===== config.mk =====
export PLATFORM = sky130hd
export DESIGN_NAME = adc_average_autorange_sequencer
export DESIGN_NICKNAME = d
export VERILOG_FILES = /design/src/hdl/adcavg_pkg.sv /design/src/hdl/adc_average_autorange_sequencer.sv
export SDC_FILE = /design/constraint.sdc
export NUM_CORES = 1
export LEC_CHECK = 0
export ABC_CLOCK_PERIOD_IN_PS = 9900
export BUFFER_PORTS_ARGS = -buffer_cell sky130_fd_sc_hd__buf_4
export CORE_MARGIN = 3
export CORE_UTILIZATION = 56
export CTS_BUF_LIST = sky130_fd_sc_hd__clkbuf_4
export CTS_CLUSTER_DIAMETER = 50
export DETAILED_ROUTE_END_ITERATION = 16
export PLACE_DENSITY = 0.81
export SETUP_SLACK_MARGIN = 0.1
export SLEW_MARGIN = 15
export SYNTH_ARGS = -nofsm -noshare
export SYNTH_HDL_FRONTEND = slang
export SYNTH_SLANG_ARGS = --single-unit

===== constraint.sdc =====
create_clock -name clk -period 9.9 [get_ports clk]
set_input_delay 0.99 -clock clk [delete_from_list [all_inputs] [get_ports clk]]
set_output_delay 0.99 -clock clk [all_outputs]
set_load 0.03 [all_outputs]

===== src/hdl/adcavg_pkg.sv =====
// Shared types and constants for the ADC averaging and auto-range sequencer.
package adcavg_pkg;

    // Result kinds
    typedef enum logic [1:0] {
        KIND_AVG  = 2'd0,
        KIND_TEMP = 2'd1,
        KIND_KEY  = 2'd2
    } kind_t;

    // Register indexes (byte address = 4 * index)
    localparam logic [2:0] REG_GAIN_WIDE     = 3'd0;
    localparam logic [2:0] REG_OFFSET_WIDE   = 3'd1;
    localparam logic [2:0] REG_GAIN_NARROW   = 3'd2;
    localparam logic [2:0] REG_OFFSET_NARROW = 3'd3;
    localparam logic [2:0] REG_LOW_THRESH    = 3'd4;
    localparam logic [2:0] REG_HIGH_THRESH   = 3'd5;

    localparam int PADDR_W = 5;
    localparam int PDATA_W = 32;

    localparam int FIELD_W  = 12;
    localparam int GAIN_W   = 20;
    localparam int OFFSET_W = 12;
    localparam int MV_W     = 16;
    localparam int KEY_W    = 10;
    localparam int GAIN_FRAC = 16;

    // Register reset values: Q16 gains in mV per count, offsets in mV
    localparam logic [GAIN_W-1:0]   GAIN_WIDE_RST     = 20'd425087;
    localparam logic [OFFSET_W-1:0] OFFSET_WIDE_RST   = 12'd1118;
    localparam logic [GAIN_W-1:0]   GAIN_NARROW_RST   = 20'd125606;
    localparam logic [OFFSET_W-1:0] OFFSET_NARROW_RST = 12'd587;
    localparam logic [MV_W-1:0]     LOW_THRESH_RST    = 16'd5000;
    localparam logic [MV_W-1:0]     HIGH_THRESH_RST   = 16'd6000;

    localparam logic RANGE_WIDE   = 1'b0;
    localparam logic RANGE_NARROW = 1'b1;

endpackage


===== src/hdl/adc_average_autorange_sequencer.sv =====
// ADC averaging, millivolt conversion and auto-range sequencer with APB registers.
// A result is registered: out_valid rises in the cycle after the transaction that causes it.
// Throughput: one input transaction per cycle; result ticks wait while a result is unread.
// A cycle is SAMPLES accumulate ticks (no result), an average, a temperature and a key tick.
// The average divide is a reciprocal multiply done as each sample is summed.
// rst_n (async, active low) clears phase, sums, range (wide) and loads register defaults.
module adc_average_autorange_sequencer #(
    parameter int SAMPLES  = 16,
    parameter int ADC_BITS = 12
) (
    input  logic                                 clk,
    input  logic                                 rst_n,
    // APB configuration port
    input  logic                                 psel,
    input  logic                                 penable,
    input  logic                                 pwrite,
    input  logic [adcavg_pkg::PADDR_W-1:0]       paddr,
    input  logic [adcavg_pkg::PDATA_W-1:0]       pwdata,
    output logic [adcavg_pkg::PDATA_W-1:0]       prdata,
    output logic                                 pready,
    // input channel
    input  logic                                 in_valid,
    output logic                                 in_ready,
    input  logic [adcavg_pkg::FIELD_W-1:0]       adc_volt,
    input  logic [adcavg_pkg::FIELD_W-1:0]       adc_curr,
    input  logic [adcavg_pkg::FIELD_W-1:0]       adc_temp,
    input  logic [adcavg_pkg::FIELD_W-1:0]       adc_keys,
    // result channel
    output logic                                 out_valid,
    input  logic                                 out_ready,
    output logic [1:0]                           kind,
    output logic [adcavg_pkg::FIELD_W-1:0]       avg_curr,
    output logic [adcavg_pkg::FIELD_W-1:0]       avg_volt,
    output logic [adcavg_pkg::MV_W-1:0]          volt_mv,
    output logic                                 range_sel,
    output logic                                 range_changed,
    output logic [adcavg_pkg::FIELD_W-1:0]       temp_raw,
    output logic [adcavg_pkg::KEY_W-1:0]         key_code
);

    localparam int DATA_W    = (ADC_BITS < adcavg_pkg::FIELD_W) ? ADC_BITS
                                                                 : adcavg_pkg::FIELD_W;
    localparam int SAMP_LOG  = $clog2(SAMPLES);
    localparam int SUM_W     = DATA_W + SAMP_LOG;
    localparam int PH_W      = $clog2(SAMPLES + 3);
    // floor(sum / SAMPLES) == (sum * DIV_MUL) >> DIV_SHIFT for every reachable sum
    localparam int DIV_SHIFT = SUM_W + SAMP_LOG;
    localparam int DIV_MUL_W = SUM_W + 1;
    localparam longint unsigned DIV_ONE = 64'd1 << DIV_SHIFT;
    localparam logic [DIV_MUL_W-1:0] DIV_MUL =
        DIV_MUL_W'((DIV_ONE + 64'(SAMPLES) - 64'd1) / 64'(SAMPLES));
    localparam int PROD_W    = SUM_W + DIV_MUL_W;
    localparam int MVP_W     = DATA_W + adcavg_pkg::GAIN_W;
    localparam int MVS_W     = adcavg_pkg::MV_W + 1;

    localparam logic [PH_W-1:0] PH_CALC = PH_W'(SAMPLES);
    localparam logic [PH_W-1:0] PH_TEMP = PH_W'(SAMPLES + 1);
    localparam logic [PH_W-1:0] PH_ONE  = PH_W'(1);
    localparam logic [MVS_W-1:0] MV_MAX = {1'b0, {adcavg_pkg::MV_W{1'b1}}};

    // configuration registers
    logic [adcavg_pkg::GAIN_W-1:0]   gain_wide_reg, gain_narrow_reg;
    logic [adcavg_pkg::OFFSET_W-1:0] offset_wide_reg, offset_narrow_reg;
    logic [adcavg_pkg::MV_W-1:0]     low_thresh_reg, high_thresh_reg;

    logic [2:0] reg_index;
    logic       cfg_write;

    assign pready    = 1'b1;
    assign reg_index = paddr[4:2];
    assign cfg_write = psel && penable && pwrite;

    always_ff @(posedge clk or negedge rst_n)
    begin
        if (!rst_n)
        begin
            gain_wide_reg     <= adcavg_pkg::GAIN_WIDE_RST;
            offset_wide_reg   <= adcavg_pkg::OFFSET_WIDE_RST;
            gain_narrow_reg   <= adcavg_pkg::GAIN_NARROW_RST;
            offset_narrow_reg <= adcavg_pkg::OFFSET_NARROW_RST;
            low_thresh_reg    <= adcavg_pkg::LOW_THRESH_RST;
            high_thresh_reg   <= adcavg_pkg::HIGH_THRESH_RST;
        end
        else if (cfg_write)
        begin
            unique case (reg_index)
                adcavg_pkg::REG_GAIN_WIDE:
                    gain_wide_reg <= pwdata[adcavg_pkg::GAIN_W-1:0];
                adcavg_pkg::REG_OFFSET_WIDE:
                    offset_wide_reg <= pwdata[adcavg_pkg::OFFSET_W-1:0];
                adcavg_pkg::REG_GAIN_NARROW:
                    gain_narrow_reg <= pwdata[adcavg_pkg::GAIN_W-1:0];
                adcavg_pkg::REG_OFFSET_NARROW:
                    offset_narrow_reg <= pwdata[adcavg_pkg::OFFSET_W-1:0];
                adcavg_pkg::REG_LOW_THRESH:
                    low_thresh_reg <= pwdata[adcavg_pkg::MV_W-1:0];
                adcavg_pkg::REG_HIGH_THRESH:
                    high_thresh_reg <= pwdata[adcavg_pkg::MV_W-1:0];
                default:
                    ;
            endcase
        end
    end

    always_comb
    begin
        unique case (reg_index)
            adcavg_pkg::REG_GAIN_WIDE:
                prdata = adcavg_pkg::PDATA_W'(gain_wide_reg);
            adcavg_pkg::REG_OFFSET_WIDE:
                prdata = adcavg_pkg::PDATA_W'(offset_wide_reg);
            adcavg_pkg::REG_GAIN_NARROW:
                prdata = adcavg_pkg::PDATA_W'(gain_narrow_reg);
            adcavg_pkg::REG_OFFSET_NARROW:
                prdata = adcavg_pkg::PDATA_W'(offset_narrow_reg);
            adcavg_pkg::REG_LOW_THRESH:
                prdata = adcavg_pkg::PDATA_W'(low_thresh_reg);
            adcavg_pkg::REG_HIGH_THRESH:
                prdata = adcavg_pkg::PDATA_W'(high_thresh_reg);
            default:
                prdata = '0;
        endcase
    end

    // sequencer state
    logic [PH_W-1:0]   phase_reg, phase_next;
    logic [SUM_W-1:0]  sum_volt_reg, sum_volt_next;
    logic [SUM_W-1:0]  sum_curr_reg, sum_curr_next;
    logic [DATA_W-1:0] avg_volt_reg, avg_volt_next;
    logic [DATA_W-1:0] avg_curr_reg, avg_curr_next;
    logic              range_reg, range_next;

    // result register
    adcavg_pkg::kind_t           kind_reg, kind_next;
    logic                        out_valid_reg, out_valid_next;
    logic [adcavg_pkg::FIELD_W-1:0] avg_curr_out_reg, avg_curr_out_next;
    logic [adcavg_pkg::FIELD_W-1:0] avg_volt_out_reg, avg_volt_out_next;
    logic [adcavg_pkg::MV_W-1:0] volt_mv_reg, volt_mv_next;
    logic                        range_sel_reg, range_sel_next;
    logic                        range_changed_reg, range_changed_next;
    logic [adcavg_pkg::FIELD_W-1:0] temp_raw_reg, temp_raw_next;
    logic [adcavg_pkg::KEY_W-1:0] key_code_reg, key_code_next;

    logic              in_fire, out_fire, accum_tick;
    logic [DATA_W-1:0] volt_m, curr_m, temp_m, keys_m;
    logic [PROD_W-1:0] div_volt_prod, div_curr_prod;
    logic [adcavg_pkg::GAIN_W-1:0]   gain_sel;
    logic [adcavg_pkg::OFFSET_W-1:0] offset_sel;
    logic [MVP_W-1:0]  mv_prod;
    logic [MVS_W-1:0]  mv_full;
    logic [adcavg_pkg::MV_W-1:0] mv_sat;
    logic              switch_range;

    assign accum_tick = (phase_reg < PH_CALC);
    // accumulate ticks never produce a result, so they pass even when the output stalls
    assign in_ready   = accum_tick || !out_valid_reg || out_ready;
    assign in_fire    = in_valid && in_ready;
    assign out_fire   = out_valid_reg && out_ready;

    assign volt_m = adc_volt[DATA_W-1:0];
    assign curr_m = adc_curr[DATA_W-1:0];
    assign temp_m = adc_temp[DATA_W-1:0];
    assign keys_m = adc_keys[DATA_W-1:0];

    assign sum_volt_next = sum_volt_reg + SUM_W'(volt_m);
    assign sum_curr_next = sum_curr_reg + SUM_W'(curr_m);
    assign div_volt_prod = PROD_W'(sum_volt_next) * PROD_W'(DIV_MUL);
    assign div_curr_prod = PROD_W'(sum_curr_next) * PROD_W'(DIV_MUL);
    assign avg_volt_next = div_volt_prod[DIV_SHIFT +: DATA_W];
    assign avg_curr_next = div_curr_prod[DIV_SHIFT +: DATA_W];

    // millivolt conversion with the range active before the decision
    assign gain_sel   = (range_reg == adcavg_pkg::RANGE_NARROW) ? gain_narrow_reg
                                                                 : gain_wide_reg;
    assign offset_sel = (range_reg == adcavg_pkg::RANGE_NARROW) ? offset_narrow_reg
                                                                 : offset_wide_reg;
    assign mv_prod = MVP_W'(avg_volt_reg) * MVP_W'(gain_sel);
    assign mv_full = MVS_W'(mv_prod >> adcavg_pkg::GAIN_FRAC) + MVS_W'(offset_sel);
    assign mv_sat  = (mv_full > MV_MAX) ? {adcavg_pkg::MV_W{1'b1}}
                                        : mv_full[adcavg_pkg::MV_W-1:0];
    assign switch_range = (range_reg == adcavg_pkg::RANGE_NARROW)
                          ? (mv_sat >= high_thresh_reg)
                          : (mv_sat <= low_thresh_reg);

    always_comb
    begin
        phase_next         = phase_reg;
        range_next         = range_reg;
        out_valid_next     = out_valid_reg;
        kind_next          = kind_reg;
        avg_curr_out_next  = '0;
        avg_volt_out_next  = '0;
        volt_mv_next       = '0;
        range_sel_next     = 1'b0;
        range_changed_next = 1'b0;
        temp_raw_next      = '0;
        key_code_next      = '0;

        if (out_fire)
        begin
            out_valid_next = 1'b0;
        end

        if (in_fire)
        begin
            if (accum_tick)
            begin
                phase_next = phase_reg + PH_ONE;
            end
            else if (phase_reg == PH_CALC)
            begin
                phase_next         = phase_reg + PH_ONE;
                range_next         = switch_range ? ~range_reg : range_reg;
                out_valid_next     = 1'b1;
                kind_next          = adcavg_pkg::KIND_AVG;
                avg_curr_out_next  = adcavg_pkg::FIELD_W'(avg_curr_reg);
                avg_volt_out_next  = adcavg_pkg::FIELD_W'(avg_volt_reg);
                volt_mv_next       = mv_sat;
                range_sel_next     = switch_range ? ~range_reg : range_reg;
                range_changed_next = switch_range;
            end
            else if (phase_reg == PH_TEMP)
            begin
                phase_next     = phase_reg + PH_ONE;
                out_valid_next = 1'b1;
                kind_next      = adcavg_pkg::KIND_TEMP;
                temp_raw_next  = adcavg_pkg::FIELD_W'(temp_m);
            end
            else
            begin
                phase_next     = '0;
                out_valid_next = 1'b1;
                kind_next      = adcavg_pkg::KIND_KEY;
                key_code_next  = adcavg_pkg::KEY_W'(adcavg_pkg::FIELD_W'(keys_m) >> 2);
            end
        end
    end

    always_ff @(posedge clk or negedge rst_n)
    begin
        if (!rst_n)
        begin
            phase_reg     <= '0;
            sum_volt_reg  <= '0;
            sum_curr_reg  <= '0;
            range_reg     <= adcavg_pkg::RANGE_WIDE;
            out_valid_reg <= 1'b0;
            kind_reg      <= adcavg_pkg::KIND_AVG;
        end
        else
        begin
            phase_reg     <= phase_next;
            range_reg     <= range_next;
            out_valid_reg <= out_valid_next;
            kind_reg      <= kind_next;
            if (in_fire)
            begin
                if (accum_tick)
                begin
                    sum_volt_reg <= sum_volt_next;
                    sum_curr_reg <= sum_curr_next;
                end
                else if (phase_reg == PH_CALC)
                begin
                    sum_volt_reg <= '0;
                    sum_curr_reg <= '0;
                end
            end
        end
    end

    // payload registers: averages track the running sums, result loads with a transaction
    always_ff @(posedge clk)
    begin
        if (in_fire && accum_tick)
        begin
            avg_volt_reg <= avg_volt_next;
            avg_curr_reg <= avg_curr_next;
        end
        if (in_fire && !accum_tick)
        begin
            avg_curr_out_reg  <= avg_curr_out_next;
            avg_volt_out_reg  <= avg_volt_out_next;
            volt_mv_reg       <= volt_mv_next;
            range_sel_reg     <= range_sel_next;
            range_changed_reg <= range_changed_next;
            temp_raw_reg      <= temp_raw_next;
            key_code_reg      <= key_code_next;
        end
    end

    assign out_valid     = out_valid_reg;
    assign kind          = kind_reg;
    assign avg_curr      = avg_curr_out_reg;
    assign avg_volt      = avg_volt_out_reg;
    assign volt_mv       = volt_mv_reg;
    assign range_sel     = range_sel_reg;
    assign range_changed = range_changed_reg;
    assign temp_raw      = temp_raw_reg;
    assign key_code      = key_code_reg;

    // phase never runs past the key tick
    a_phase_bound: assert property (@(posedge clk) disable iff (!rst_n)
        phase_reg <= PH_TEMP + PH_ONE)
        else $error("phase out of range");

    // the average tick always yields an average result
    a_calc_result: assert property (@(posedge clk) disable iff (!rst_n)
        in_fire && phase_reg == PH_CALC |=> out_valid_reg && kind_reg == adcavg_pkg::KIND_AVG)
        else $error("average tick lost its result");

    // an accumulate tick on an empty output creates no result
    a_accum_silent: assert property (@(posedge clk) disable iff (!rst_n)
        in_fire && accum_tick && !out_valid_reg |=> !out_valid_reg)
        else $error("accumulate tick produced a result");

    // range state only moves on the average tick
    a_range_move: assert property (@(posedge clk) disable iff (!rst_n)
        range_reg != $past(range_reg) |-> $past(in_fire) && $past(phase_reg) == PH_CALC)
        else $error("range changed outside the average tick");

endmodule

# Word-level counts from Yosys, hierarchy flattened
# Index checks and enable logic that the tools add are counted.
# op_classes
add_sub_neg	4
multipliers	1
n_lt_le_gt_ge	4
n_eq_ne	7
muxes	17
bitwise	5
n_reduce_logical	24
# ops
operator	n
case mux 20 bit (6 select lines)	1
2-to-1 mux 16 bit	4
adder 16 x 12 -> 16 bit	2
multiplier 12 x 20 -> 32 bit	1
2-to-1 mux 20 bit	1
adder 16 x 12 -> 17 bit	1
> comparator 17 x 16 -> 1 bit, second input constant	1
>= comparator 16 bit	1
<= comparator 16 bit	1
AND reduction 2 bit	8
2-to-1 mux 5 bit	3
2-to-1 mux 12 bit	1
== test 5 bit, second input constant	2
OR reduction 4 bit	2
== test 3 x 2 -> 1 bit, second input constant	2
== test 3 bit, second input constant	2
logical AND 1 bit	6
adder 5 x 1 -> 5 bit, second input constant	1
less-than comparator 5 bit, second input constant	1
2-to-1 mux 1 bit	5
NOT 1 bit	5
2-to-1 mux 2 bit	2
== test 3 x 1 -> 1 bit, second input constant	1
zero test 3 bit	1
5 further kinds	7
# word_totals
reg_bits	225
inputBits	92
out_inout_bits	101
elab_cells	83

# Logic depth before layout (Yosys ltp)
# Gate-level depths: netlist (run 1).
# logic_depth
word_depth	8
ltp_mapped	47
mapped_depth_nobuf	43

# Worst setup path before layout (run 1)
# OpenSTA, ideal clock, no wires.
# synth_timing
kind	register -> register
startpoint	register range_reg
endpoint	register range_sel_reg, in the netlist range_sel, data pin
arrival_ns	9.354
setup_slack_ns	0.379
path_stages_with_launch	42
path_buffers	4
cell_sequence	dfrtp_1 > clkbuf_1 > clkbuf_1 > mux2_2 > clkbuf_1 > nand2_1 > fa_1 > fa_1 > inv_1 > ha_1 > fa_1 > fa_1 > ha_1 > a211o_1 > a21oi_1 > and2_1 > a211oi_1 > o21ai_0 > [6 not listed] > o21ai_0 > a21boi_0 > o41ai_1 > o21ai_0 > a31oi_1 > nor2_1 > nand3_2 > buf_2 > nand2_1 > ha_1 > a21o_1 > a21o_1 > a21o_1 > a21o_1 > a21o_1 > a211o_1 > a31o_2 > a211oi_1
# synth_via
elab_chain_cells	8
elab_cells_between_ends	11
# synth_rtl
element	line	rtl
start: declaration	adc_average_autorange_sequencer.sv:131	logic range_reg, range_next;
start signal: assignment	adc_average_autorange_sequencer.sv:246	range_reg <= adcavg_pkg::RANGE_WIDE;
start signal: assignment	adc_average_autorange_sequencer.sv:253	range_reg <= range_next;
2-to-1 mux 20 bit	adc_average_autorange_sequencer.sv:173	assign gain_sel = (range_reg == adcavg_pkg::RANGE_NARROW) ? gain_narrow_reg
multiplier 12 x 20 -> 32 bit	adc_average_autorange_sequencer.sv:177	assign mv_prod = MVP_W'(avg_volt_reg) * MVP_W'(gain_sel);
adder 16 x 12 -> 17 bit *	adc_average_autorange_sequencer.sv:178	assign mv_full = MVS_W'(mv_prod >> adcavg_pkg::GAIN_FRAC) + MVS_W'(offset_sel);
> comparator 17 x 16 -> 1 bit	adc_average_autorange_sequencer.sv:179	assign mv_sat = (mv_full > MV_MAX) ? {adcavg_pkg::MV_W{1'b1}}
2-to-1 mux 16 bit *	adc_average_autorange_sequencer.sv:179	
named net mv_sat, one bit	adc_average_autorange_sequencer.sv:151	logic [adcavg_pkg::MV_W-1:0] mv_sat;
<= comparator 16 bit or >= comparator 16 bit (tied branches)	adc_average_autorange_sequencer.sv:183, adc_average_autorange_sequencer.sv:182	
2-to-1 mux 1 bit *	adc_average_autorange_sequencer.sv:182	? (mv_sat >= high_thresh_reg)
2-to-1 mux 1 bit *	adc_average_autorange_sequencer.sv:219	range_sel_next = switch_range ? ~range_reg : range_reg;
end signal: assignment	adc_average_autorange_sequencer.sv:285	range_sel_reg <= range_sel_next;
end: declaration	adc_average_autorange_sequencer.sv:139	logic range_sel_reg, range_sel_next;
# Mark *: on every way through the listed nets, which the timed path passes. The rest lies on a longest branch.
# A chain may end at the register's enable or synchronous reset.

# Worst setup path after layout (run 1)
# Same ends and word-level chain as after synthesis.

==> run_results.csv, run 1 <==
group,metric,value,unit
global_route,track_usage,0.268,
die,die-height,191,um
clocking,cts_root_buffer,"clkbuf_4",
synth,synth_area,0.0192,sq mm
clocking,clock-sinks,225,
timing,final.period_utilization,0.967,
die,die-area,0.0365,sq mm
synth,syn_avg_cell_area,10.1,sq um
detailed_routing,via_per_inst,5.75,
die,ios,193,
critical_path,worstSetupPathType,"register to register",
timing,fmax,0.104,GHz
detailed_routing,dr_total_vias,14841,
die,rows,67,
synth,synth_edf_count,88,
timing,final-setup-viol-count,0,
critical_path,cp_data_arrival_time,10.10,ns
timing,hold_slack,0.248,ns
critical_path,r2r-start,"range_reg",
clocking,h-tree-depth,2,
critical_path,reg2reg_slack,0.32,ns
detailed_routing,antenna_left,0,
critical_path,critPathLaunchType,"register",
timing,maxSlewViolCount,0,
critical_path,worst-path-max-fanout,16,
layout,regArea,0.00613,sq mm
critical_path,slowest_stage,"fa_1",
placed_design,hpwl,36400,um
synth,ys.flop_type,"dfrtp_1",
global_route,grt_pass1_wl,78000,um
synth,yosys_warnings,0,
synth,synth_area_leaders,"fa_1 (19%), edfxtp_1 (14%), dfrtp_1 (12%)",
critical_path,cp-end-kind,"register",
status,status,"finished clean",
clocking,clkTransAtPathRegs,0.07,ns
detailed_routing,wire_per_inst,18.8,um
global_route,grt_pass1_vias,15531,
synth,synth_cell_types,69,
detailed_routing,drtPass1Iterations,5,
detailed_routing,drtIter0Drc,1027,
die,floorplan.initialDensity,0.570,
clocking,cts_buffers,60,
die,die_x,191,um
placed_design,globalplace.congestion,0.894,
timing,hold_viol,0,
layout,fin_nets,2496,
synth,synth_top_cell_by_area,"fa_1",
layout,drive_gt1_frac,0.234,
clocking,cts_tree,"yes",
detailed_routing,routed_wl,48600,um
global_route,grt_antenna_before_repair,1,
placed_design,port_buffers,163,
timing,clock_skew,0.0839,ns
timing,worst_pin_slew,1.17,ns
timing,fin_crit,9.58,ns
synth,synth_cells,1898,
critical_path,r2r_end,"range_sel",
layout,area_delta_synth_final,14.7,%
synth,synthArstFlopShare,0.609,
clocking,ctsHoldBuffers,0,
placed_design,place_ws,0.00146,ns
layout,fillers,2572,
detailed_routing,drcViolationCount,0,
global_route,grt_overflow,0,
layout,multiInputGateArea,0.0118,sq mm
clocking,clkLatencyLatePin,0.75,ns
die,core_area,0.0336,sq mm
synth,yosys_register_bits,225,
flow_run,drv_cap,0,
critical_path,reg2regPathDepth,40,
synth,synth_top_area_frac,0.190,
timing,max-slew-margin-rel,0.219,
critical_path,worstPathRequired,10.42,ns
critical_path,slowest_delay,0.56,ns
min_path,hp-class,"input pin to async pin",
clocking,cts_max_path_buffers,3,
timing,setup_slack,0.323,ns
global_route,grt_max_degree,81,
synth,yosysSeqAreaShare,0.320,
## worst max-delay path: cells and delay by family (launching register included)
kind            cells  cell delay [ns]
simple gates        6             0.78
compound gates     19             3.75
flops               1             0.41
buf+inv             6             0.74
fa+ha+maj           8             3.38
mux                 1             0.33
## cell families (layout without fill, tap and decap cells)
family | count (synthesis) | after routing | synth area share
simple gates | 508 | 508 | 0.125
buf+inv | 355 | 580 | 0.0726
fa+ha+maj | 320 | 320 | 0.280
compound gates | 312 | 312 | 0.105
flops | 225 | 225 | 0.320
mux | 129 | 129 | 0.0747
xor+xnor | 47 | 47 | 0.0219
other cells | 2 | 14 | 0.000392
## stage by stage
stage | setup TNS [ns] | cell area (sq um) | util | instances
global placement | 0 | 20900 | 0.622 | 2460
detailed placement | 0 | 20900 | 0.622 | 2460
CTS | 0 | 21800 | 0.647 | 2572
finish | 0 | 22000 | 0.654 | 2583
global route | -0.0619 | 22000 | 0.654 | 2583
floorplan | 0 | 19200 | - | 1909
## cell usage after synthesis (28+ instances only)
| library cell | number |
|---|---|
| a21o_1 | 32 |
| a21oi_1 | 75 |
| and2_1 | 96 |
| and3_1 | 28 |
| clkbuf_1 | 81 |
| dfrtp_1 | 90 |
| dfstp_2 | 47 |
| edfxtp_1 | 88 |
| fa_1 | 182 |
| ha_1 | 138 |
| inv_1 | 251 |
| mux2_2 | 102 |
| nand2_1 | 245 |
| nor2_1 | 65 |
| o21ai_0 | 81 |
| xnor2_1 | 34 |
## worst max-delay path by stage
stage              start  cells after the start            end
2_1_floorplan  range_reg                     41      range_sel
3_3_place_gp   range_reg                     41      range_sel
3_5_place_dp   range_reg                     41  range_changed
4_1_cts        range_reg                     41      range_sel
5_1_grt        range_reg                     40      range_sel
6_report       range_reg                     40      range_sel
## per-layer routing
metal,track usage,share of wire,vias up
met5,0,0,-
met4,0.0850,0.029,0
met3,0.0613,0.087,111
met2,0.452,0.49,644
met1,0.345,0.40,7391
li1,-,-,6695
## final cells by class
cell class / count / area share
Clock inverter: 20 / 0.00626
Antenna cell: 1 / 0.000114
Clock buffer: 92 / 0.0314
Multi-Input combinational cell: 1329 / 0.539
Inverter: 252 / 0.0430
Timing Repair Buffer: 216 / 0.0762
Tap cell: 448 / 0.0255
Sequential cell: 225 / 0.279
## cells in the final DEF, fill, tap and decap left out, types with 23 or more instances in the layout
cell type and n:
inv_1 249, nand2_1 245, buf_4 211, fa_1 180
ha_1 137, and2_1 96, clkbuf_4 92, mux2_2 91
dfrtp_1 90, edfxtp_1 88, o21ai_0 75, a21oi_1 73
nor2_1 65, dfstp_2 47, xnor2_1 33, a21o_1 32
and3_1 28, mux2i_1 26, a22o_1 23
## timing repair
item                                    CTS  global route
resized for setup                         4            38
pin swaps                                 0             8
buffers inserted                          0            10
endpoints found under the setup margin    3             3
Power of run 1 is not shown: default switching activity piles up to over one toggle a cycle in this logic, so the estimate is an artifact.
==> run 2, diff against run 1 <==
- ABC_CLOCK_PERIOD_IN_PS: 9900 -> 11700
- CORE_UTILIZATION: 56 -> 60
- PLACE_DENSITY: 0.81 -> 0.83
- clock period: 9.9 -> 11.7 ns (I/O delays scaled with it)
==> run_results.csv, run 2 (same netlist as run 1, synthesis figures left out) <==
group,metric,value,unit
critical_path,worstSetupPathType,"register to register",
min_path,hp-class,"input pin to async pin",
placed_design,globalplace.congestion,0.978,
detailed_routing,drtIter0Drc,1205,
global_route,grt_max_degree,83,
critical_path,reg2regPathDepth,39,
timing,fin_crit,11.00,ns
timing,clock_skew,0.0693,ns
layout,utilization,0.691,
die,ios,193,
critical_path,cp_common_cell,"a21o_1",
layout,fillers,2289,
timing,grt_setup_unrepaired,"false",
die,die-area,0.0341,sq mm
clocking,cts_max_path_buffers,3,
detailed_routing,drcViolationCount,0,
critical_path,worstSetupStartpoint,"range_reg",
timing,finalSetupTns,0,ns
die,die-height,185,um
global_route,track_usage,0.286,
detailed_routing,drtPass1Iterations,6,
clocking,cts_tree,"yes",
die,rows,64,
critical_path,cp-end-kind,"register",
detailed_routing,wire_per_inst,19.5,um
layout,mostFrequentLayoutCells,"inv_1 (249), nand2_1 (245), buf_4 (183)",
die,floorplan.initialDensity,0.617,
critical_path,worstPathRequired,12.30,ns
critical_path,reg2reg_slack,0.70,ns
placed_design,place_ws,0.590,ns
placed_design,port_buffers,163,
critical_path,r2r-start,"range_reg",
global_route,grt_overflow,0,
placed_design,dp_cells,2386,
clocking,cts_root_buffer,"clkbuf_4",
critical_path,worst-path-max-fanout,22,
layout,fin_nets,2462,
critical_path,slowest_stage,"dfrtp_2",
flow_run,drv_cap,0,
global_route,grt_pass1_vias,15307,
placed_design,hpwl,35200,um
layout,final_cells,2494,
layout,area_delta_synth_final,12.0,%
clocking,clock-sinks,225,
status,status,"finished clean",
clocking,cts_resized,0,
global_route,grt_antenna_before_repair,2,
detailed_routing,antenna_left,0,
critical_path,critPathLaunchType,"register",
timing,hold_viol,0,
timing,final.period_utilization,0.940,
layout,drive_gt1_frac,0.218,
critical_path,slowest_delay,0.77,ns
detailed_routing,routed_wl,48600,um
detailed_routing,dr_total_vias,14691,
global_route,grt_pass1_wl,77200,um
timing,worst_pin_slew,1.11,ns
die,core_area,0.0311,sq mm
layout,final_common_cell,"inv_1",
clocking,clkTransAtPathRegs,0.07,ns
die,die_x,185,um
timing,max-slew-margin-rel,0.259,
clocking,h-tree-depth,2,
timing,final-setup-viol-count,0,
clocking,ctsHoldBuffers,0,
detailed_routing,via_per_inst,5.89,
critical_path,r2r_end,"range_sel",
timing,setup_slack,0.702,ns
clocking,cts_buffers,58,
clocking,cts_setup_buffers,0,
critical_path,crit_end,"range_sel",
timing,fmax,0.0909,GHz
critical_path,cp_data_arrival_time,11.60,ns
clocking,clkLatencyLatePin,0.80,ns
timing,maxSlewViolCount,0,
run 2: metal layers:
metal	track usage	vias up	wire length [um]
met5	0	-	12
met4	0.101	2	1250
met3	0.0663	112	4410
met2	0.478	646	23800
met1	0.370	7294	19100
li1	-	6637	-
run 2: worst min path at each step:
stage | to | slack, ns
global route | sum_curr_reg[10] | 0.37
detailed placement | kind[0] | 0.48
finish | phase_reg[1] | 0.36
CTS | sum_curr_reg[10] | 0.32
floorplan | sum_curr_reg[2] | 0.45
global placement | kind[1] | 0.46
run 2: metrics by stage:
step | instance area (sq um) | hold WS [ns]
6_report | 21500 | 0.363
5_1_grt | 21500 | 0.366
4_1_cts | 21400 | 0.324
3_5_place_dp | 20700 | 0.481
3_3_place_gp | 20700 | 0.463
2_1_floorplan | 19200 | 0.454
run 2: critical path, delay by kind of cell, from the launching register on:
kind | cells | cell delay [ns]
AND/OR/NAND/NOR | 5 | 0.80
adder cells (fa/ha/maj) | 8 | 2.98
flip-flops | 1 | 0.77
AO/OA/AOI/OAI | 22 | 5.32
multiplexers | 1 | 0.48
buffers and inverters | 3 | 0.42
run 2: cell type report:
class                      instances  area (sq um)  area share
tap                              396           495      0.0231
sequential                       225          6130       0.286
multi-input combinational       1329         11700       0.545
timing repair buffer             184          1390      0.0646
clock buffer                     103           773      0.0360
clock inverter                     4          21.3    0.000991
inverter                         252           946      0.0441
antenna                            1          2.50    0.000117
Power of run 2 is left out for the same reason.
==> run 3, diff against run 2 <==
- ABC_AREA: unset -> 1
==> run_results.csv, run 3 <==
group,metric,value,unit
critical_path,cp_common_cell,"nand2_1",
global_route,grt_antenna_before_repair,1,
timing,fmax,0.101,GHz
timing,final.period_utilization,0.849,
flow_run,drv_cap,0,
clocking,cts_tree,"yes",
clocking,cts_setup_buffers,0,
clocking,ctsHoldBuffers,0,
die,floorplan.initialDensity,0.617,
synth,ys.flop_type,"dfrtp_1",
timing,worst_pin_slew,1.07,ns
critical_path,slowest_stage,"inv_2",
placed_design,globalplace.congestion,1.01,
detailed_routing,drtIter0Drc,1234,
critical_path,cp-end-kind,"register",
synth,synth_area_leaders,"fa_1 (19%), edfxtp_1 (14%), dfrtp_1 (12%)",
synth,synthArstFlopShare,0.609,
synth,synth_cell_types,50,
layout,final_common_cell,"nand2_1",
detailed_routing,via_per_inst,5.64,
timing,clock_skew,0.0324,ns
global_route,grt_overflow,0,
layout,drive_gt1_frac,0.148,
global_route,grt_pass1_vias,16657,
critical_path,cp_data_arrival_time,10.59,ns
die,rows,64,
die,die-area,0.0340,sq mm
die,die-height,185,um
synth,yosys_register_bits,225,
synth,syn_avg_cell_area,8.46,sq um
detailed_routing,drcViolationCount,0,
timing,finalSetupTns,0,ns
clocking,clkTransAtPathRegs,0.07,ns
critical_path,r2r-start,"range_reg",
timing,final-setup-viol-count,0,
timing,maxSlewViolCount,0,
clocking,cts_resized,0,
clocking,clock-sinks,225,
detailed_routing,wire_per_inst,18.4,um
critical_path,worst-path-max-fanout,46,
detailed_routing,dr_total_vias,16241,
timing,hold_slack,0.404,ns
synth,yosys_warnings,0,
critical_path,critPathLaunchType,"register",
layout,fin_nets,2844,
die,die_x,185,um
synth,synth_edf_count,88,
synth,synth_top_area_frac,0.191,
critical_path,reg2regPathDepth,40,
layout,final_cells,2881,
timing,grt_setup_unrepaired,"false",
placed_design,dp_cells,2766,
placed_design,port_buffers,163,
status,status,"finished clean",
timing,hold_viol,0,
critical_path,r2r_end,"range_sel",
clocking,cts_max_path_buffers,3,
synth,synthTopCellsByCount,"nand2_1 (539), inv_1 (419), fa_1 (182), nor2_1 (171), o21ai_0 (154)",
critical_path,worstPathRequired,12.36,ns
synth,synth_cells,2260,
layout,mostFrequentLayoutCells,"nand2_1 (539), inv_1 (418), fa_1 (182)",
timing,max-slew-margin-rel,0.287,
critical_path,slowest_delay,0.59,ns
clocking,clkLatencyLatePin,0.78,ns
detailed_routing,routed_wl,53000,um
synth,synth_area,0.0191,sq mm
timing,fin_crit,9.94,ns
synth,synth_top_cell_by_area,"fa_1",
clocking,cts_root_buffer,"clkbuf_4",
min_path,hp-class,"input pin to async pin",
die,core_area,0.0310,sq mm
global_route,track_usage,0.318,
detailed_routing,drtPass1Iterations,6,
placed_design,hpwl,39700,um
synth,yosysMostFrequentCell,"nand2_1",
clocking,cts_buffers,60,
die,ios,193,
synth,yosysSeqAreaShare,0.321,
layout,area_delta_synth_final,12.3,%
clocking,h-tree-depth,2,
critical_path,worstSetupPathType,"register to register",
critical_path,reg2reg_slack,1.76,ns
global_route,grt_max_degree,71,
detailed_routing,antenna_left,0,
global_route,grt_pass1_wl,84800,um
[run 3: cell families after synthesis]
logic type                 count (synthesis)  synth area share
and+or+nand+nor                          802             0.169
buffers and inverters                    510             0.103
AOI/OAI and AO/OA                        354             0.105
adders and majority gates                320             0.281
DFF                                      225             0.321
xor gates and xnor gates                  47            0.0215
other                                      2          0.000393
[run 3: layout make-up]
class	instances	area [sq um]
multi-input combinational	1536	11100
inverter	431	1620
sequential	225	6130
tap	396	495
clock inverter	10	40.0
antenna	4	10.0
clock buffer	101	758
fill	2416	9520
timing repair buffer	178	1340
[run 3: how the worst max path moves through the flow]
stage,startpoint,to,slack [ns],depth (start not counted)
global route,range_reg,range_sel,1.27,41
global placement,range_reg,range_changed,2.31,39
finish,range_reg,range_sel,1.76,40
detailed placement,range_reg,range_sel,2.03,40
floorplan,range_reg,range_changed,3.97,40
CTS,range_reg,range_sel,1.98,40
[run 3: per-layer routing]
| metal | track usage | part of all wire |
|---|---|---|
| met1 | 0.406 | 0.39 |
| met2 | 0.524 | 0.48 |
| met3 | 0.0641 | 0.077 |
| met4 | 0.148 | 0.048 |
| met5 | 0 | 0 |
[run 3: stage by stage]
stage | cell area, sq um | util | setup WS [ns]
2_1_floorplan | 19200 | - | 3.97
3_3_place_gp | 20700 | 0.667 | 2.31
3_5_place_dp | 20700 | 0.667 | 2.03
4_1_cts | 21500 | 0.692 | 1.98
5_1_grt | 21500 | 0.693 | 1.27
6_report | 21500 | 0.693 | 1.76
[run 3: critical path, delay by kind of cell (launching register included)]
family                   cells  cell delay (ns)
adder cells (fa/ha/maj)      9             3.86
AND/OR/NAND/NOR             16             2.36
AO/OA/AOI/OAI                7             1.54
buffers and inverters        7             1.29
flip-flops                   1             0.39
XOR/XNOR                     1             0.32
Power of run 3 is left out for the same reason.
